## src/hw/rtl/ovq_pkg.sv

```systemverilog
// ----------------------------------------------------------------------------
// ovq_pkg
// Shared types, widths and codes for the ordered value queue.
// ----------------------------------------------------------------------------
`default_nettype none

package ovq_pkg;

	// Default number of entries
	localparam int unsigned CAPACITY_DEF = 16;

	// Field widths
	localparam int unsigned OPCODE_W = 3;
	localparam int unsigned DATA_W   = 32;
	localparam int unsigned STATUS_W = 2;

	// Stream payload widths, padded to whole bytes
	localparam int unsigned S_TDATA_W = 72;
	localparam int unsigned M_TDATA_W = 40;

	// Operation codes
	localparam logic [OPCODE_W-1:0] OP_INSERT  = 3'd0;
	localparam logic [OPCODE_W-1:0] OP_SEARCH  = 3'd1;
	localparam logic [OPCODE_W-1:0] OP_MODIFY  = 3'd2;
	localparam logic [OPCODE_W-1:0] OP_DELETE  = 3'd3;
	localparam logic [OPCODE_W-1:0] OP_READOUT = 3'd4;

	// Result status codes
	localparam logic [STATUS_W-1:0] ST_OK        = 2'd0;
	localparam logic [STATUS_W-1:0] ST_NOT_FOUND = 2'd1;
	localparam logic [STATUS_W-1:0] ST_EMPTY     = 2'd2;
	localparam logic [STATUS_W-1:0] ST_FULL      = 2'd3;

	// Sequencer states
	typedef enum logic [2:0] {
		S_IDLE,
		S_DISPATCH,
		S_SCAN_RD,
		S_SCAN_CMP,
		S_SHIFT_RD,
		S_SHIFT_WR,
		S_DUMP_RD,
		S_DUMP_OUT
	} state_t;

	// One result item
	typedef struct packed {
		logic [STATUS_W-1:0]      status;
		logic signed [DATA_W-1:0] value;
		logic                     last;
	} res_t;

endpackage

`default_nettype wire

```

## src/hw/rtl/ovq_ram.sv

```systemverilog
// ----------------------------------------------------------------------------
// ovq_ram
// Entry store: one write port and one read port with registered read data.
// ----------------------------------------------------------------------------
`default_nettype none

module ovq_ram #(
	parameter int unsigned DEPTH = ovq_pkg::CAPACITY_DEF
) (
	input  wire                              clk,
	input  wire                              wr_en,
	input  wire [$clog2(DEPTH)-1:0]          wr_addr,
	input  wire [ovq_pkg::DATA_W-1:0]        wr_data,
	input  wire                              rd_en,
	input  wire [$clog2(DEPTH)-1:0]          rd_addr,
	output logic [ovq_pkg::DATA_W-1:0]       rd_data
);

	logic [ovq_pkg::DATA_W-1:0] mem [DEPTH];

	// Write one entry
	always_ff @(posedge clk) begin
		if (wr_en) begin
			mem[wr_addr] <= wr_data;
		end
	end

	// Read one entry; hold the data between reads
	always_ff @(posedge clk) begin
		if (rd_en) begin
			rd_data <= mem[rd_addr];
		end
	end

endmodule

`default_nettype wire

```

## src/hw/rtl/ovq_seq.sv

```systemverilog
// ----------------------------------------------------------------------------
// ovq_seq
// Sequencer: walks the entry store one entry at a time, through a single
// compare unit for search, modify and delete-with-shift, and in order for readout.
// ----------------------------------------------------------------------------
`default_nettype none

module ovq_seq #(
	parameter int unsigned CAPACITY = ovq_pkg::CAPACITY_DEF
) (
	input  wire                                  clk,
	input  wire                                  arst_n,
	input  wire                                  in_valid,
	output logic                                 in_ready,
	input  wire [ovq_pkg::OPCODE_W-1:0]          in_opcode,
	input  wire [ovq_pkg::DATA_W-1:0]            in_key,
	input  wire [ovq_pkg::DATA_W-1:0]            in_repl,
	input  wire                                  out_free,
	output logic                                 res_valid,
	output ovq_pkg::res_t                        res
);

	localparam int unsigned AW = $clog2(CAPACITY);
	localparam int unsigned CW = $clog2(CAPACITY + 1);

	ovq_pkg::state_t                  state_q, state_d;
	logic [ovq_pkg::OPCODE_W-1:0]     op_q;
	logic [ovq_pkg::DATA_W-1:0]       key_q;
	logic [ovq_pkg::DATA_W-1:0]       repl_q;
	logic [ovq_pkg::STATUS_W-1:0]     status_q, status_d;
	logic                             pend_q, pend_d;
	logic [CW-1:0]                    idx_q, idx_d;
	logic [CW-1:0]                    cnt_q, cnt_d;
	logic [CW-1:0]                    idx_inc;
	logic [CW-1:0]                    idx_inc2;

	logic                             wr_en;
	logic [AW-1:0]                    wr_addr;
	logic [ovq_pkg::DATA_W-1:0]       wr_data;
	logic                             rd_en;
	logic [AW-1:0]                    rd_addr;
	logic [ovq_pkg::DATA_W-1:0]       rd_data;
	logic                             hit;

	ovq_ram #(
		.DEPTH (CAPACITY)
	) u_ram (
		.clk     (clk),
		.wr_en   (wr_en),
		.wr_addr (wr_addr),
		.wr_data (wr_data),
		.rd_en   (rd_en),
		.rd_addr (rd_addr),
		.rd_data (rd_data)
	);

	assign idx_inc  = idx_q + CW'(1);
	assign idx_inc2 = idx_q + CW'(2);

	// Shared compare unit
	assign hit = (rd_data == key_q);

	assign in_ready = (state_q == ovq_pkg::S_IDLE) && !pend_q;

	// State and control registers
	always_ff @(posedge clk or negedge arst_n) begin
		if (!arst_n) begin
			state_q <= ovq_pkg::S_IDLE;
			cnt_q   <= '0;
			pend_q  <= 1'b0;
		end else begin
			state_q <= state_d;
			cnt_q   <= cnt_d;
			pend_q  <= pend_d;
		end
	end

	// Payload registers
	always_ff @(posedge clk) begin
		if (in_valid && in_ready) begin
			op_q   <= in_opcode;
			key_q  <= in_key;
			repl_q <= in_repl;
		end
		idx_q    <= idx_d;
		status_q <= status_d;
	end

	// Next state, store access and results
	always_comb begin
		state_d   = state_q;
		cnt_d     = cnt_q;
		idx_d     = idx_q;
		status_d  = status_q;
		pend_d    = pend_q;
		wr_en     = 1'b0;
		wr_addr   = idx_q[AW-1:0];
		wr_data   = key_q;
		rd_en     = 1'b0;
		rd_addr   = idx_q[AW-1:0];
		res_valid = 1'b0;
		res       = '{status: status_q, value: '0, last: 1'b1};

		// Deliver a single-result status once the output side frees up
		if (pend_q && out_free) begin
			res_valid = 1'b1;
			pend_d    = 1'b0;
		end

		case (state_q)
			ovq_pkg::S_IDLE: begin
				if (in_valid && in_ready) begin
					state_d = ovq_pkg::S_DISPATCH;
				end
			end
			ovq_pkg::S_DISPATCH: begin
				idx_d   = '0;
				state_d = ovq_pkg::S_IDLE;
				case (op_q)
					ovq_pkg::OP_INSERT: begin
						pend_d = 1'b1;
						if (cnt_q == CW'(CAPACITY)) begin
							status_d = ovq_pkg::ST_FULL;
						end else begin
							wr_en    = 1'b1;
							wr_addr  = cnt_q[AW-1:0];
							cnt_d    = cnt_q + CW'(1);
							status_d = ovq_pkg::ST_OK;
						end
					end
					ovq_pkg::OP_SEARCH, ovq_pkg::OP_MODIFY, ovq_pkg::OP_DELETE: begin
						if (cnt_q == '0) begin
							status_d = ovq_pkg::ST_EMPTY;
							pend_d   = 1'b1;
						end else begin
							state_d = ovq_pkg::S_SCAN_RD;
						end
					end
					ovq_pkg::OP_READOUT: begin
						if (cnt_q == '0) begin
							status_d = ovq_pkg::ST_EMPTY;
							pend_d   = 1'b1;
						end else begin
							state_d = ovq_pkg::S_DUMP_RD;
						end
					end
					default: begin
						status_d = ovq_pkg::ST_NOT_FOUND;
						pend_d   = 1'b1;
					end
				endcase
			end
			ovq_pkg::S_SCAN_RD: begin
				rd_en   = 1'b1;
				state_d = ovq_pkg::S_SCAN_CMP;
			end
			ovq_pkg::S_SCAN_CMP: begin
				if (hit) begin
					status_d = ovq_pkg::ST_OK;
					if (op_q == ovq_pkg::OP_DELETE && idx_inc < cnt_q) begin
						state_d = ovq_pkg::S_SHIFT_RD;
					end else begin
						pend_d  = 1'b1;
						state_d = ovq_pkg::S_IDLE;
						if (op_q == ovq_pkg::OP_MODIFY) begin
							wr_en   = 1'b1;
							wr_data = repl_q;
						end else if (op_q == ovq_pkg::OP_DELETE) begin
							cnt_d = cnt_q - CW'(1);
						end
					end
				end else if (idx_inc == cnt_q) begin
					status_d = ovq_pkg::ST_NOT_FOUND;
					pend_d   = 1'b1;
					state_d  = ovq_pkg::S_IDLE;
				end else begin
					idx_d   = idx_inc;
					state_d = ovq_pkg::S_SCAN_RD;
				end
			end
			ovq_pkg::S_SHIFT_RD: begin
				// Fetch the successor of the entry being overwritten
				rd_en   = 1'b1;
				rd_addr = idx_inc[AW-1:0];
				state_d = ovq_pkg::S_SHIFT_WR;
			end
			ovq_pkg::S_SHIFT_WR: begin
				wr_en   = 1'b1;
				wr_data = rd_data;
				if (idx_inc2 < cnt_q) begin
					idx_d   = idx_inc;
					state_d = ovq_pkg::S_SHIFT_RD;
				end else begin
					cnt_d   = cnt_q - CW'(1);
					pend_d  = 1'b1;
					state_d = ovq_pkg::S_IDLE;
				end
			end
			ovq_pkg::S_DUMP_RD: begin
				rd_en   = 1'b1;
				state_d = ovq_pkg::S_DUMP_OUT;
			end
			ovq_pkg::S_DUMP_OUT: begin
				// Emit one entry per free output slot
				if (out_free) begin
					res_valid = 1'b1;
					res       = '{status: ovq_pkg::ST_OK, value: rd_data,
						last: (idx_inc == cnt_q)};
					if (idx_inc == cnt_q) begin
						state_d = ovq_pkg::S_IDLE;
					end else begin
						idx_d   = idx_inc;
						state_d = ovq_pkg::S_DUMP_RD;
					end
				end
			end
			default: begin
				state_d = ovq_pkg::S_IDLE;
			end
		endcase
	end

endmodule

`default_nettype wire

```

## src/hw/rtl/ordered_value_queue.sv

```systemverilog
// Insert writes its entry at the tail and queues its status; search, modify and
// delete compare entries one at a time from the head, delete then shifts each
// later entry up one place; readout emits the entries in order, head first.
// One item at a time: the single compare unit and store read port set the rate.
// Reset clears the entry count and all control state; entry data is not cleared.
// ----------------------------------------------------------------------------
// ordered_value_queue
// Ordered store of signed 32-bit values, head to tail in insertion order,
// with insert, search, modify, delete and readout over item streams.
// ----------------------------------------------------------------------------
`default_nettype none

module ordered_value_queue #(
	parameter int unsigned CAPACITY = ovq_pkg::CAPACITY_DEF
) (
	input  wire                               clk,
	input  wire                               arst_n,
	input  wire                               s_tvalid,
	output logic                              s_tready,
	// [2:0] opcode, [34:3] key_value, [66:35] replacement_value, rest zero
	input  wire [ovq_pkg::S_TDATA_W-1:0]      s_tdata,
	output logic                              m_tvalid,
	input  wire                               m_tready,
	// [1:0] status, [33:2] item_value, rest zero
	output logic [ovq_pkg::M_TDATA_W-1:0]     m_tdata,
	output logic                              m_tlast
);

	localparam int unsigned PAD_W = ovq_pkg::M_TDATA_W - ovq_pkg::DATA_W - ovq_pkg::STATUS_W;

	logic          out_free;
	logic          res_valid;
	ovq_pkg::res_t res;
	ovq_pkg::res_t out_q;
	logic          m_tvalid_q;

	ovq_seq #(
		.CAPACITY (CAPACITY)
	) u_seq (
		.clk       (clk),
		.arst_n    (arst_n),
		.in_valid  (s_tvalid),
		.in_ready  (s_tready),
		.in_opcode (s_tdata[2:0]),
		.in_key    (s_tdata[34:3]),
		.in_repl   (s_tdata[66:35]),
		.out_free  (out_free),
		.res_valid (res_valid),
		.res       (res)
	);

	// Output slot is free when empty or being taken
	assign out_free = !m_tvalid_q || m_tready;

	// Hold one result item for the output stream
	always_ff @(posedge clk or negedge arst_n) begin
		if (!arst_n) begin
			m_tvalid_q <= 1'b0;
		end else if (res_valid) begin
			m_tvalid_q <= 1'b1;
		end else if (m_tready) begin
			m_tvalid_q <= 1'b0;
		end
	end

	always_ff @(posedge clk) begin
		if (res_valid) begin
			out_q <= res;
		end
	end

	assign m_tvalid = m_tvalid_q;
	assign m_tdata  = {{PAD_W{1'b0}}, out_q.value, out_q.status};
	assign m_tlast  = out_q.last;

endmodule

`default_nettype wire

```

## config.mk

```make
export PLATFORM = sky130hd
export DESIGN_NAME = ordered_value_queue
export DESIGN_NICKNAME = d
export VERILOG_FILES = /design/src/hw/rtl/ovq_pkg.sv /design/src/hw/rtl/ovq_ram.sv /design/src/hw/rtl/ovq_seq.sv /design/src/hw/rtl/ordered_value_queue.sv
export SDC_FILE = /design/constraint.sdc
export NUM_CORES = 1
export LEC_CHECK = 0
export BUFFER_PORTS_ARGS = -buffer_cell sky130_fd_sc_hd__buf_2
export CAP_MARGIN = 0
export CORE_AREA = 2 2 203 205
export CTS_CLUSTER_SIZE = 40
export DETAILED_ROUTE_END_ITERATION = 10
export DIE_AREA = 0 0 205 207
export HOLD_SLACK_MARGIN = 0.12
export PLACE_DENSITY = 0.84
export SLEW_MARGIN = 15
export SYNTH_ARGS = -nofsm -noshare
export SYNTH_HDL_FRONTEND = slang
export SYNTH_HIERARCHICAL = 1
export SYNTH_SLANG_ARGS = --single-unit
export TNS_END_PERCENT = 10
```

## constraint.sdc

```tcl
create_clock -name clk -period 10.3 [get_ports clk]
set_input_delay 1.545 -clock clk [delete_from_list [all_inputs] [get_ports clk]]
set_output_delay 1.545 -clock clk [all_outputs]
set_load 0.005 [all_outputs]
```

# --- Word level (Yosys, flattened, before mapping) ---
# Memories as Yosys holds them, arrays and structs flattened. A register that Yosys moved wholly into a read port is not among the register bits.
# Index checks and enable logic that the tools add are counted.
totals:
  reg_bits: 119
  mem_bits_rw: 512
  input_bits: 76
  word_cells: 130
  mem_count: 1
classes:
  n_addsub: 4
  order_cmp: 2
  n_eq_ne: 27
  mux: 62
  n_reduce_logical: 22
mem_list:
  columns: ["memory", "depth", "word_bits", "read_ports", "rd_ports_with_merged_regs", "write_ports", "line", "rtl"]
  rows:
  - ["u_seq.u_ram.mem", 16, 32, 1, 1, 1, "ovq_ram.sv:19", "logic [ovq_pkg::DATA_W-1:0] mem [DEPTH];"]
ops:
  columns: ["op", "count"]
  rows:
  - ["$mux 32", 3]
  - ["$mux 35", 2]
  - ["$pmux 32 s2", 1]
  - ["$mux 5", 11]
  - ["$eq 32x32->1", 1]
  - ["$pmux 3 s8", 1]
  - ["$mux 3", 7]
  - ["$mux 1", 20]
  - ["$pmux 5 s4", 1]
  - ["$mux 4", 4]
  - ["$eq 3x3->1 const B", 5]
  - ["$pmux 5 s3", 1]
  - ["$ne 2x2->1 const B", 7]
  - ["$eq 3x2->1 const B", 4]
  - ["$mux 2", 6]
  - ["$add 5x1->5 const B", 2]
  - ["$lt 5x5->1", 2]
  - ["$ne 2x1->1 const B", 4]
  - ["$pmux 2 s2", 2]
  - ["$reduce_and 8->1", 1]
  - ["$eq 3x1->1 const B", 2]
  - ["$logic_not 3->1", 2]
  - ["$pmux 1 s3", 2]
  - ["$pmux 3 s2", 1]
  - ["18 further kinds", 25]

# --- Logic depth before layout (Yosys ltp) ---
# Gate-level depths: netlist of run 1.
depth:
  ltp_word: 8
  depth_mapped: 11
  depth_no_buf: 10

# --- Modules after synthesis ---
# Netlist of run 1, hierarchy kept.
modules_own_cells:
  columns: ["module", "instances", "cells_per_inst", "area_per_inst_um2", "seq_area_each_um2"]
  rows:
  - ["ovq_ram", 1, 838, 20155.6, 16335.7]
  - ["ovq_seq", 1, 394, 4847.1, 2447.3]
  - ["ordered_value_queue", 1, 45, 1147.4, 1076.0]

# --- Worst setup path after synthesis of run 1 ---
# No wires, ideal clock.
synth_timing:
  kind: "register to register"
  startpoint: "reg u_seq/u_ram/rd_data[4] (netlist name), read port of u_seq.u_ram.mem"
  endpoint: "mem u_seq/u_ram/mem[0][0] (netlist name) (enable)"
  setup_ns: 0.461
  arrival_ns: 4.633
  setup_slack_ns: 5.206
  stages_incl_launch_ff: 10
  synth_period_minus_slack_ns: 5.094
  cell_sequence: "edfxtp_1 xor2_1 nor4_4 nand4_4 nor4b_4 nor2_4 buf_6 nand2_1 or3b_2 nor3_1"
synth_via:
  elab_chain_cells: 5
synth_lines:
  columns: ["element", "line", "rtl"]
  rows:
  - ["start: declaration", "ovq_ram.sv:16", "output logic [ovq_pkg::DATA_W-1:0] rd_data"]
  - ["$eq 32x32->1", "ovq_seq.sv:61", "assign hit = (rd_data == key_q);"]
  - ["$mux 1", "ovq_seq.sv:158", "if (hit) begin"]
  - ["$pmux 1 s3", "ovq_seq.sv:110", "case (state_q)"]
  - ["via u_seq.wr_en", "ovq_seq.sv:37", "logic wr_en;"]
  - ["$mux 1", "ovq_ram.sv:23", "if (wr_en) begin"]
  - ["$mux 1 (not written as such)", "ovq_ram.sv:24", "mem[wr_addr] <= wr_data;"]
  - ["end: declaration", "ovq_ram.sv:19", null]
# The timed path passes the listed nets, and every way through them passes these cells.

# --- Final worst setup path of run 1 ---
layout_timing:
  startpoint: "reg u_seq/u_ram/rd_data[14] (netlist name), read port of u_seq.u_ram.mem"
  endpoint: "mem u_seq/u_ram/mem[11][25] (netlist name) (enable)"
# Same word-level chain as after synthesis.

==> results of run 1 <==
## sequential cells by signal, summed over array words and instances, names as in the netlist
name	cells
u_seq/status_q	2
u_seq/cnt_q	5
u_seq/key_q	32
u_seq/state_q	3
u_seq/u_ram/mem	512
u_seq/repl_q	32
u_seq/idx_q	5
u_seq/pend_q	1
u_seq/op_q	3
m_tlast	1
u_seq/u_ram/rd_data	32
m_tvalid	1
m_tdata	34
## synthesized netlist by cell type, types with 2 or more instances
cell / instances
sky130_fd_sc_hd__o21ai_0: 12
sky130_fd_sc_hd__nor2_1: 26
sky130_fd_sc_hd__dfrtp_1: 10
sky130_fd_sc_hd__a21oi_1: 12
sky130_fd_sc_hd__a22o_4: 11
sky130_fd_sc_hd__nor4_4: 4
sky130_fd_sc_hd__nor4_2: 3
sky130_fd_sc_hd__buf_2: 7
sky130_fd_sc_hd__nor2b_1: 10
sky130_fd_sc_hd__nand3_1: 9
sky130_fd_sc_hd__nand3b_1: 2
sky130_fd_sc_hd__or4_1: 2
sky130_fd_sc_hd__ha_1: 15
sky130_fd_sc_hd__xnor2_1: 8
sky130_fd_sc_hd__inv_1: 11
sky130_fd_sc_hd__a21o_1: 35
sky130_fd_sc_hd__o221ai_1: 2
sky130_fd_sc_hd__xor2_1: 36
sky130_fd_sc_hd__edfxtp_1: 653
sky130_fd_sc_hd__nor3_1: 9
sky130_fd_sc_hd__nand2b_1: 2
sky130_fd_sc_hd__nand2_1: 56
sky130_fd_sc_hd__and2_1: 34
sky130_fd_sc_hd__clkbuf_1: 28
sky130_fd_sc_hd__buf_4: 15
sky130_fd_sc_hd__a21boi_0: 2
sky130_fd_sc_hd__buf_1: 10
sky130_fd_sc_hd__nor4_1: 5
sky130_fd_sc_hd__mux4_2: 128
sky130_fd_sc_hd__buf_6: 6
sky130_fd_sc_hd__mux2i_1: 3
sky130_fd_sc_hd__a22oi_1: 64
sky130_fd_sc_hd__o211ai_1: 2
sky130_fd_sc_hd__a22o_1: 25
sky130_fd_sc_hd__a211oi_1: 2
## kinds of logic (layout without fill, tap and decap cells)
| group | Yosys count | count (layout) | share of synthesized area |
|---|---|---|---|
| buf+inv | 77 | 266 | 0.0153 |
| flops | 663 | 663 | 0.759 |
| compound gates | 173 | 173 | 0.0533 |
| fa+ha+maj | 16 | 16 | 0.00794 |
| simple gates | 171 | 171 | 0.0374 |
| mux | 132 | 132 | 0.112 |
| other cells | 1 | 6 | 0.000143 |
| xor+xnor | 44 | 44 | 0.0147 |
## cell usage in the layout (no fill, tap or decap), types with 10 or more instances in the layout
master                      netlist  routed
sky130_fd_sc_hd__a22o_1          25      25
sky130_fd_sc_hd__clkinv_2         0      13
sky130_fd_sc_hd__nor2_1          26      11
sky130_fd_sc_hd__buf_2            7     107
sky130_fd_sc_hd__clkbuf_1        28      13
sky130_fd_sc_hd__a22o_4          11      11
sky130_fd_sc_hd__dfrtp_1         10      10
sky130_fd_sc_hd__mux4_2         128     128
sky130_fd_sc_hd__clkbuf_16        0      69
sky130_fd_sc_hd__buf_4           15      30
sky130_fd_sc_hd__and2_1          34      33
sky130_fd_sc_hd__a21o_1          35      35
sky130_fd_sc_hd__ha_1            15      15
sky130_fd_sc_hd__edfxtp_1       653     653
sky130_fd_sc_hd__nor2_4           1      14
sky130_fd_sc_hd__xor2_1          36      36
sky130_fd_sc_hd__a21oi_1         12      10
sky130_fd_sc_hd__nand2_1         56      56
sky130_fd_sc_hd__o21ai_0         12      11
sky130_fd_sc_hd__a22oi_1         64      64
sky130_fd_sc_hd__inv_1           11      11
## stage by stage
step	hold slack [ns]	worst slack, ns	total power (uW)	instances
after global routing	0.573	5.64	8530	2003
final	0.548	5.89	8260	2003
after CTS	0.546	5.92	8270	2003
after floorplan	0.509	5.21	5120	1282
after detailed placement	0.533	5.99	5770	1886
after global placement	0.530	6.14	5680	1886
## final cells by class
class	instances	area, sq um
clock inverters	35	418
multi-input cells	542	6080
fillers	2193	10700
inverters	11	41.3
flip-flops and latches	663	19900
clock buffers	82	1780
repair buffers	138	781
well taps	532	666
## worst max-delay path: cells and delay by family, from the launching register on
kind	cells	cell delay [ns]
flip-flops	1	0.45
AND/OR/NAND/NOR	7	2.85
XOR/XNOR	1	0.26
buffers and inverters	1	0.48
## power groups by stage
| stage | Clock, uW | Combinational [uW] | Sequential (uW) |
|---|---|---|---|
| floorplan | 0 | 1590 | 3530 |
| global placement | 0 | 2100 | 3580 |
| detailed placement | 0 | 2180 | 3600 |
| CTS | 2480 | 2240 | 3550 |
| global route | 2570 | 2390 | 3570 |
| finish | 2450 | 2250 | 3560 |
## routing by layer
layer	vias to the layer above	global-route usage	routed length, um
li1	5533	-	-
met1	7027	0.421	22200
met2	1142	0.513	32800
met3	210	0.0628	7310
met4	0	0.140	2850
met5	-	0	0
## path summary, 6_finish.rpt
path                                               from                 endpoint  cells after the start
worst min register to register        u_seq/status_q[1]               m_tdata[1]                      1
worst max-delay path            u_seq/u_ram/rd_data[14]  u_seq/u_ram/mem[11][25]                      9
max in group asynchronous                        arst_n           u_seq/cnt_q[4]                      1
worst min-delay path                  u_seq/status_q[1]               m_tdata[1]                      1
min in group asynchronous                        arst_n         u_seq/state_q[2]                      1
worst max register to register  u_seq/u_ram/rd_data[14]  u_seq/u_ram/mem[11][25]                      9
==> metrics.csv, run 1 <==
stage,metric,value,unit
sta,rsz_0062_raised_after_global_routing,no,
route,routedWlPerCell,32.5,um
pwr,power.share.switching,0.308,
synth,synth_area_leader_cell,sky130_fd_sc_hd__edfxtp_1,
global_routing,grt_max_degree,129,
worst_setup_path,cpPeakStageDelay,0.84,ns
synth,synthTopCellsByArea,"sky130_fd_sc_hd__edfxtp_1 (75%), sky130_fd_sc_hd__mux4_2 (11%), sky130_fd_sc_hd__a22oi_1 (1.8%)",
pwr,p_seq_frac,0.430,
pwr,internal_portion_of_total_power,5720,uW
worst_setup_path,timing.critical_path.required,10.55,ns
sta,timing.final.hold_violations,0,
cts,clk_pin_slew_worst_paths,0.06,ns
worst_setup_path,timing.critical_path.fanout_max,17,
finish,final_core_utilization,0.734,
cts,postCtsSetupBuffers,0,
run_status,outcome,completed,
synth,synth_top_flop_cell,sky130_fd_sc_hd__edfxtp_1,
flow_run,cap_violations,0,
cts,clock_sinks,663,
cts,cts_max_path_buffers,3,
sta,clock.fmax,227,MHz
global_routing,grt_use_total,0.315,
place,post_dp_cell_area,27400,sq um
synth,postSynthRegisterBits,663,
place,dp_hpwl,32.4,mm
global_routing,grt_antenna_before_repair,0,
cts,htreeDepth,3,
cts,post_cts_resized,0,
global_routing,grt_overflow_total,0,
finish,drive_above_1_share,0.282,
sta,setup_violations,0,
synth,syn-cell-area,26200,sq um
pwr,power_leakage,0.00999,uW
floorplan,die_x,205,um
worst_setup_path,cp_slowest_cell,sky130_fd_sc_hd__nor2_4,
synth,synth.yosys.seq_area_share,0.759,
synth,synth_enable_flop_cells,653,
sta,relSlewSlack,0.251,
cts,tritoncts.num_buffers,66,
finish,nets,1514,
route,route.final.wire_length,65.2,mm
route,routed-via-count,13900,
route,detailedRoute.firstIterationViolations,2029,
finish,antenna-diode-count,0,
worst_setup_path,setup.worst_path.class,reg -> reg,
floorplan,core-area,40400,sq um
sta,setup_tns,0,ns
finish,areaGrowthSynthToFinish,13.3,%
route,route.antenna.remaining_nets,0,
worst_setup_path,path_cells,xor2_1 -> nor4_2 -> nand4b_1 -> nor4b_4 -> nor2_4 -> nand2_1 -> nand3b_1 -> nor2_4 -> buf_4,
place,port_buffers,107,
worst_setup_path,data_arrival_time_of_the_critical_path,4.66,ns
sta,final_max_slew_viol_count,0,
synth,ys_types,53,
floorplan,fp-row-count,74,
sta,skew,0.0277,ns
synth,async_s_r_ff_share_synth,0.0151,
worst_setup_path,critical-path-top-cell-by-count,sky130_fd_sc_hd__nor2_4,
global_routing,grt_pass1_wl,94.8,mm
cts,tritoncts,yes,
cts,worst_skew_pair.late_latency,0.60,ns
synth,synth_warnings,6,
floorplan,die-height,207,um
worst_setup_path,r2r_setup_slack,5.89,ns
route,drc,0,
global_routing,first_global_vias,14300,
floorplan,io-pin-count,119,
cts,root_buffer,sky130_fd_sc_hd__clkbuf_16,
synth,synth_area_per_cell,20.5,sq um
place,gpl.final_weighted_congestion,0.874,
finish,final_area,29600,sq um
sta,timing.final.crit_period,4.41,ns
sta,measured_slew_at_the_worst_slew_check_pin,1.12,ns
sta,min_period_over_period,0.428,
worst_setup_path,critPathLaunchType,flop,
synth,yosysTopAreaCellShare,0.750,
floorplan,starting_utilization_of_the_core_area,0.648,
pwr,comb_power_share,0.273,
pwr,share_clk_of_total_power,0.297,
worst_hold_path,holdCritPathClass,reg -> reg,
pwr,net-switching-power,2550,uW
route,drt_first_pass_iters,5,
route,ratio_of_routed_vias_to_standard_cells,6.95,
pwr,power.density,279,nW/um^2
worst_setup_path,timing.critical_path.to_type,flop,
synth,synthesis.instances,1277,
cts,count_of_hold_fix_buffers_inserted_at_cts,0,
floorplan,fp.dieArea,42400,sq um
pwr,vdd_drop_max,0.213,mV
No activity file was read; power rests on OpenSTA's default activity.
==> run 2, diff against run 1 <==
Settings changed: CORE_AREA 2 2 203 205 to 2 2 222 224, DIE_AREA 0 0 205 207 to 0 0 224 226, PLACE_DENSITY 0.84 to 0.75.
Clock period 10.3 ns to 3.6 ns, I/O delays scaled along.
==> metrics.csv, run 2 (same netlist as run 1, synthesis figures left out) <==
stage,metric,value,unit,change
worst_setup_path,data_arrival_time_of_the_critical_path,3.67,ns,was 4.66 ns
pwr,power_leakage,0.0107,uW,was 0.00999 uW
route,routedWlPerCell,27.9,um,was 32.5 um
global_routing,grt_use_total,0.251,,was 0.315
route,route.antenna.remaining_nets,0,,unchanged
cts,postCtsSetupBuffers,0,,unchanged
floorplan,die_x,224,um,was 205 um
sta,timing.final.crit_period,3.33,ns,was 4.41 ns
floorplan,die-height,226,um,was 207 um
finish,mostFrequentLayoutCells,"sky130_fd_sc_hd__edfxtp_1 (653), sky130_fd_sc_hd__mux4_2 (128), sky130_fd_sc_hd__buf_2 (107), sky130_fd_sc_hd__clkbuf_16 (68), sky130_fd_sc_hd__dlygate4sd3_1 (66)",,"was sky130_fd_sc_hd__edfxtp_1 (653), sky130_fd_sc_hd__mux4_2 (128), sky130_fd_sc_hd__buf_2 (107), sky130_fd_sc_hd__clkbuf_16 (69), sky130_fd_sc_hd__a22oi_1 (64)"
flow_run,cap_violations,0,,unchanged
pwr,post_layout_power,23800,uW,was 8260 uW
worst_setup_path,critPathLaunchType,flop,,unchanged
finish,number_of_flip_flops_under_the_largest_register_name,512,,unchanged
finish,largest-register,u_seq/u_ram/mem,,unchanged
worst_setup_path,timing.critical_path.to_type,flop,,unchanged
sta,min_period_over_period,0.926,,was 0.428
worst_setup_path,timing.critical_path.required,3.93,ns,was 10.55 ns
place,gpl.final_weighted_congestion,0.883,,was 0.874
worst_setup_path,timing.critical_path.fanout_max,32,,was 17
route,drt_first_pass_iters,5,,unchanged
pwr,vdd_drop_max,0.520,mV,was 0.213 mV
sta,timing.final.ws_setup,0.267,ns,was 5.89 ns
cts,clk_pin_slew_worst_paths,0.07,ns,was 0.06 ns
sta,clock.fmax,300,MHz,was 227 MHz
global_routing,grt_overflow_total,0,,unchanged
finish,layout_commonest_cell,sky130_fd_sc_hd__edfxtp_1,,unchanged
worst_setup_path,setup.worst_path.class,reg -> reg,,unchanged
global_routing,grt_max_degree,69,,was 129
sta,setup_tns,0,ns,unchanged
cts,worst_skew_pair.late_latency,0.61,ns,was 0.60 ns
finish,drive_above_1_share,0.295,,was 0.282
cts,clock_sinks,663,,unchanged
cts,root_buffer,sky130_fd_sc_hd__clkbuf_16,,unchanged
global_routing,first_global_vias,14100,,was 14300
place,port_buffers,107,,unchanged
run_status,outcome,completed,,unchanged
cts,tritoncts,yes,,unchanged
sta,final_max_slew_viol_count,0,,unchanged
route,routed-via-count,13800,,was 13900
route,drc,0,,unchanged
global_routing,grt_pass1_wl,90.4,mm,was 94.8 mm
route,route.final.wire_length,62.0,mm,was 65.2 mm
global_routing,grt_antenna_before_repair,1,,was 0
sta,rsz_0062_raised_after_global_routing,no,,unchanged
floorplan,core-area,48300,sq um,was 40400 sq um
sta,setup_violations,0,,unchanged
sta,skew,0.0281,ns,was 0.0277 ns
cts,tritoncts.num_buffers,67,,was 66
floorplan,fp.dieArea,50600,sq um,was 42400 sq um
place,dp_hpwl,34.8,mm,was 32.4 mm
pwr,power.density,760,nW/um^2,was 279 nW/um^2
sta,timing.final.hold_violations,0,,unchanged
worst_hold_path,holdCritPathClass,in -> reg,,was reg -> reg
sta,measured_slew_at_the_worst_slew_check_pin,1.07,ns,was 1.12 ns
floorplan,fp-row-count,81,,was 74
sta,fin_hold_ws,0.159,ns,was 0.548 ns
cts,cts_max_path_buffers,3,,unchanged
cts,htreeDepth,3,,unchanged
finish,antenna-diode-count,0,,unchanged
route,detailedRoute.firstIterationViolations,1704,,was 2029
finish,areaGrowthSynthToFinish,19.8,%,was 13.3%
floorplan,io-pin-count,119,,unchanged
finish,nets,1637,,was 1514
floorplan,starting_utilization_of_the_core_area,0.541,,was 0.648
place,preCtsSetupSlack,0.325,ns,was 5.99 ns
finish,final_area,31300,sq um,was 29600 sq um
route,ratio_of_routed_vias_to_standard_cells,6.23,,was 6.95
place,post_dp_cell_area,28500,sq um,was 27400 sq um
sta,relSlewSlack,0.283,,was 0.251
==> run 2: cell count changes in the layout (fill, tap and decap cells not counted), sizes merged <==
cell	change
clkinv	+7
dlygate4sd3	+66
clkinvlp	+1
buf	+56
inv	+2
bufinv	-2
clkbuf	-3
==> run 2: worst max-delay path, cell delays in order, from the launching register on <==
cell and delay (ns):
sky130_fd_sc_hd__edfxtp_1 0.44, sky130_fd_sc_hd__xor2_1 0.26, sky130_fd_sc_hd__nor4_4 0.46, sky130_fd_sc_hd__nand4_4 0.23, sky130_fd_sc_hd__nor4b_4 0.40, sky130_fd_sc_hd__buf_4 0.62, sky130_fd_sc_hd__a22o_1 0.25, sky130_fd_sc_hd__a21o_1 0.37
==> run 2: timing repair <==
action	in CTS	in global routing
hold endpoints to repair	75	0
resized for setup	0	0
hold buffers	66	0
==> run 2: final timing paths <==
kind / slack (ns) / cells after the start / endpoint / start
setup / recovery: 0.27 / 7 / u_seq/u_ram/mem[4][4] / u_seq/u_ram/rd_data[4]
hold / removal: 0.16 / 1 / u_seq/repl_q[26] / s_tdata[61]
setup reg to reg: 0.27 / 7 / u_seq/u_ram/mem[4][4] / u_seq/u_ram/rd_data[4]
hold reg to reg: 0.54 / 1 / m_tdata[0] / u_seq/status_q[0]
max in group asynchronous: 3.03 / 2 / u_seq/state_q[2] / arst_n
min in group asynchronous: 0.35 / 2 / u_seq/cnt_q[2] / arst_n
==> run 2: final cells by class <==
cell class              count  area (sq um)
clock buffers              79          1740
clock inverters            43           387
fillers                  3045         17000
inverters                  11          41.3
multi-input cells         542          6120
flip-flops and latches    663         19900
well taps                 622           778
repair buffers            260          2410
==> run 2: metal layers <==
metal	wire, um	GRT usage	vias up
met5	0	0	-
li1	-	-	5784
met3	5620	0.0483	148
met4	2340	0.103	0
met2	30600	0.412	755
met1	23500	0.333	7140
==> run 2: per-stage QoR <==
stage / cells / utilization
3_3_place_gp: 2032 / 0.591
4_1_cts: 2220 / 0.648
5_1_grt: 2220 / 0.648
6_report: 2220 / 0.648
2_1_floorplan: 1282 / -
3_5_place_dp: 2032 / 0.591
==> run 2: power breakdown <==
part | internal (uW) | switching (uW) | leakage, uW
Clock | 3910 | 2860 | 0.00105
Combinational | 3060 | 3940 | 0.00359
Sequential | 9600 | 454 | 0.00604
==> run 3, diff against run 2 <==
Settings changed: CORE_AREA 2 2 222 224 to 2 2 232 234, DIE_AREA 0 0 224 226 to 0 0 234 236, PLACE_DENSITY 0.75 to 0.69, SKIP_CTS_REPAIR_TIMING set to 1.
==> metrics.csv, run 3 (same netlist as run 1, synthesis figures left out) <==
stage,metric,value,unit,change
run_status,outcome,completed,,unchanged
global_routing,grt_max_degree,59,,was 69
global_routing,grt_overflow_total,0,,unchanged
cts,cts_max_path_buffers,3,,unchanged
pwr,vdd_drop_max,0.502,mV,was 0.520 mV
finish,number_of_flip_flops_under_the_largest_register_name,512,,unchanged
route,route.final.wire_length,59.2,mm,was 62.0 mm
global_routing,first_global_vias,13500,,was 14100
finish,areaGrowthSynthToFinish,19.9,%,was 19.8%
global_routing,grt_pass1_wl,86.1,mm,was 90.4 mm
floorplan,core-area,53100,sq um,was 48300 sq um
finish,layout_commonest_cell,sky130_fd_sc_hd__edfxtp_1,,unchanged
floorplan,fp-row-count,85,,was 81
cts,tritoncts.num_buffers,68,,was 67
finish,largest-register,u_seq/u_ram/mem,,unchanged
flow_run,cap_violations,0,,unchanged
route,routed-via-count,13300,,was 13800
sta,skew,0.0228,ns,was 0.0281 ns
pwr,power_leakage,0.0106,uW,was 0.0107 uW
finish,fill_cells,3706,,was 3045
sta,timing.final.crit_period,3.40,ns,was 3.33 ns
cts,root_buffer,sky130_fd_sc_hd__clkbuf_16,,unchanged
cts,clk_pin_slew_worst_paths,0.06,ns,was 0.07 ns
floorplan,die-height,236,um,was 226 um
finish,antenna-diode-count,0,,unchanged
route,drt_first_pass_iters,5,,unchanged
floorplan,fp.dieArea,55200,sq um,was 50600 sq um
route,routedWlPerCell,26.0,um,was 27.9 um
worst_setup_path,cp.buffers_inverters,1,,unchanged
sta,min_period_over_period,0.944,,was 0.926
worst_setup_path,cp_slowest_cell,sky130_fd_sc_hd__buf_4,,unchanged
worst_setup_path,data_arrival_time_of_the_critical_path,3.73,ns,was 3.67 ns
worst_setup_path,timing.critical_path.required,3.93,ns,about the same
worst_setup_path,setup.worst_path.class,reg -> reg,,unchanged
worst_setup_path,worst_path_dominant_cell_family,simple AND/OR/NAND/NOR gates,,unchanged
cts,worst_skew_pair.late_latency,0.61,ns,about the same
sta,final_max_slew_viol_count,0,,unchanged
sta,relSlewSlack,0.386,,was 0.283
cts,htreeDepth,3,,unchanged
place,dp_hpwl,34.5,mm,was 34.8 mm
global_routing,grt_antenna_before_repair,1,,unchanged
route,route.antenna.remaining_nets,0,,unchanged
route,drc,0,,unchanged
floorplan,io-pin-count,119,,unchanged
finish,nets,1615,,was 1637
worst_setup_path,cpPeakStageDelay,0.61,ns,was 0.62 ns
worst_setup_path,timing.critical_path.to_type,flop,,unchanged
pwr,power.density,771,nW/um^2,was 760 nW/um^2
finish,final_area,31400,sq um,was 31300 sq um
cts,clock_sinks,663,,unchanged
floorplan,starting_utilization_of_the_core_area,0.493,,was 0.541
sta,fin_hold_ws,0.125,ns,was 0.159 ns
sta,clock.fmax,294,MHz,was 300 MHz
worst_hold_path,holdCritPathClass,in -> reg,,unchanged
finish,final_core_utilization,0.591,,was 0.648
worst_setup_path,path_cells,xor2_1 -> nor4_4 -> nand4_4 -> nor4b_4 -> buf_4 -> a22o_1 -> a21o_1,,unchanged
route,detailedRoute.firstIterationViolations,1413,,was 1704
place,post_dp_cell_area,28400,sq um,was 28500 sq um
route,ratio_of_routed_vias_to_standard_cells,5.87,,was 6.23
floorplan,die_x,234,um,was 224 um
sta,measured_slew_at_the_worst_slew_check_pin,0.918,ns,was 1.07 ns
sta,setup_violations,0,,unchanged
cts,tritoncts,yes,,unchanged
place,gpl.final_weighted_congestion,0.846,,was 0.883
worst_setup_path,timing.critical_path.fanout_max,32,,unchanged
finish,drive_above_1_share,0.291,,was 0.295
finish,mostFrequentLayoutCells,"sky130_fd_sc_hd__edfxtp_1 (653), sky130_fd_sc_hd__mux4_2 (128), sky130_fd_sc_hd__buf_2 (107), sky130_fd_sc_hd__clkbuf_16 (72), sky130_fd_sc_hd__a22oi_1 (64)",,"was sky130_fd_sc_hd__edfxtp_1 (653), sky130_fd_sc_hd__mux4_2 (128), sky130_fd_sc_hd__buf_2 (107), sky130_fd_sc_hd__clkbuf_16 (68), sky130_fd_sc_hd__dlygate4sd3_1 (66)"
global_routing,grt_use_total,0.217,,was 0.251
sta,timing.final.hold_violations,0,,unchanged
pwr,post_layout_power,24200,uW,was 23800 uW
place,port_buffers,107,,unchanged
worst_setup_path,critPathLaunchType,flop,,unchanged
sta,rsz_0062_raised_after_global_routing,no,,unchanged
[run 3: cell types whose count changed in the layout (fill, tap and decap cells not counted), moves of 3 or more]
cell and change:
sky130_fd_sc_hd__buf_12 -11, sky130_fd_sc_hd__buf_4 -7, sky130_fd_sc_hd__clkinv_2 -7, sky130_fd_sc_hd__clkinvlp_4 +6, sky130_fd_sc_hd__bufinv_16 +5, sky130_fd_sc_hd__dlygate4sd3_1 -5
sky130_fd_sc_hd__clkbuf_16 +4, sky130_fd_sc_hd__inv_6 -3
[run 3: worst paths after layout]
check | from | end | slack, ns | cells after the start
max | u_seq/u_ram/rd_data[12] | u_seq/u_ram/mem[6][0] | 0.20 | 7
min | s_tdata[33] | u_seq/key_q[30] | 0.13 | 1
max reg2reg | u_seq/u_ram/rd_data[12] | u_seq/u_ram/mem[6][0] | 0.20 | 7
min reg2reg | u_seq/status_q[1] | m_tdata[1] | 0.57 | 1
max in group asynchronous | arst_n | u_seq/cnt_q[3] | 3.05 | 2
min in group asynchronous | arst_n | u_seq/pend_q | 0.34 | 2
[run 3: stage by stage]
stage,instances,setup TNS (ns),setup WS (ns)
after floorplan,1282,-101.27,-0.294
after global placement,2088,0,0.318
after detailed placement,2088,0,0.249
after CTS,2211,0,0.219
after global routing,2272,0,0.0126
final,2272,0,0.202
[run 3: cell type report]
cell class | instances | area [sq um] | share of cell area
flip-flops and latches | 663 | 19900 | 0.633
multi-input cells | 542 | 6130 | 0.196
repair buffers | 237 | 2090 | 0.0667
clock buffers | 81 | 1840 | 0.0585
well taps | 696 | 871 | 0.0278
clock inverters | 42 | 524 | 0.0167
inverters | 11 | 41.3 | 0.00132
[run 3: power by group]
group / internal, uW / total [uW] / switching (uW) / leakage [uW]
registers: 9600 / 10000 / 440 / 0.00604
clock network: 4450 / 7370 / 2910 / 0.00113
logic: 2930 / 6770 / 3840 / 0.00343
total: 17000 / 24200 / 7190 / 0.0106
[run 3: per-layer routing]
metal	vias to the layer above	global-route usage	routed length, um
met4	2	0.0736	1540
met5	-	0	19
met3	96	0.0389	4300
met2	559	0.350	29200
met1	6925	0.301	24100
li1	5752	-	-
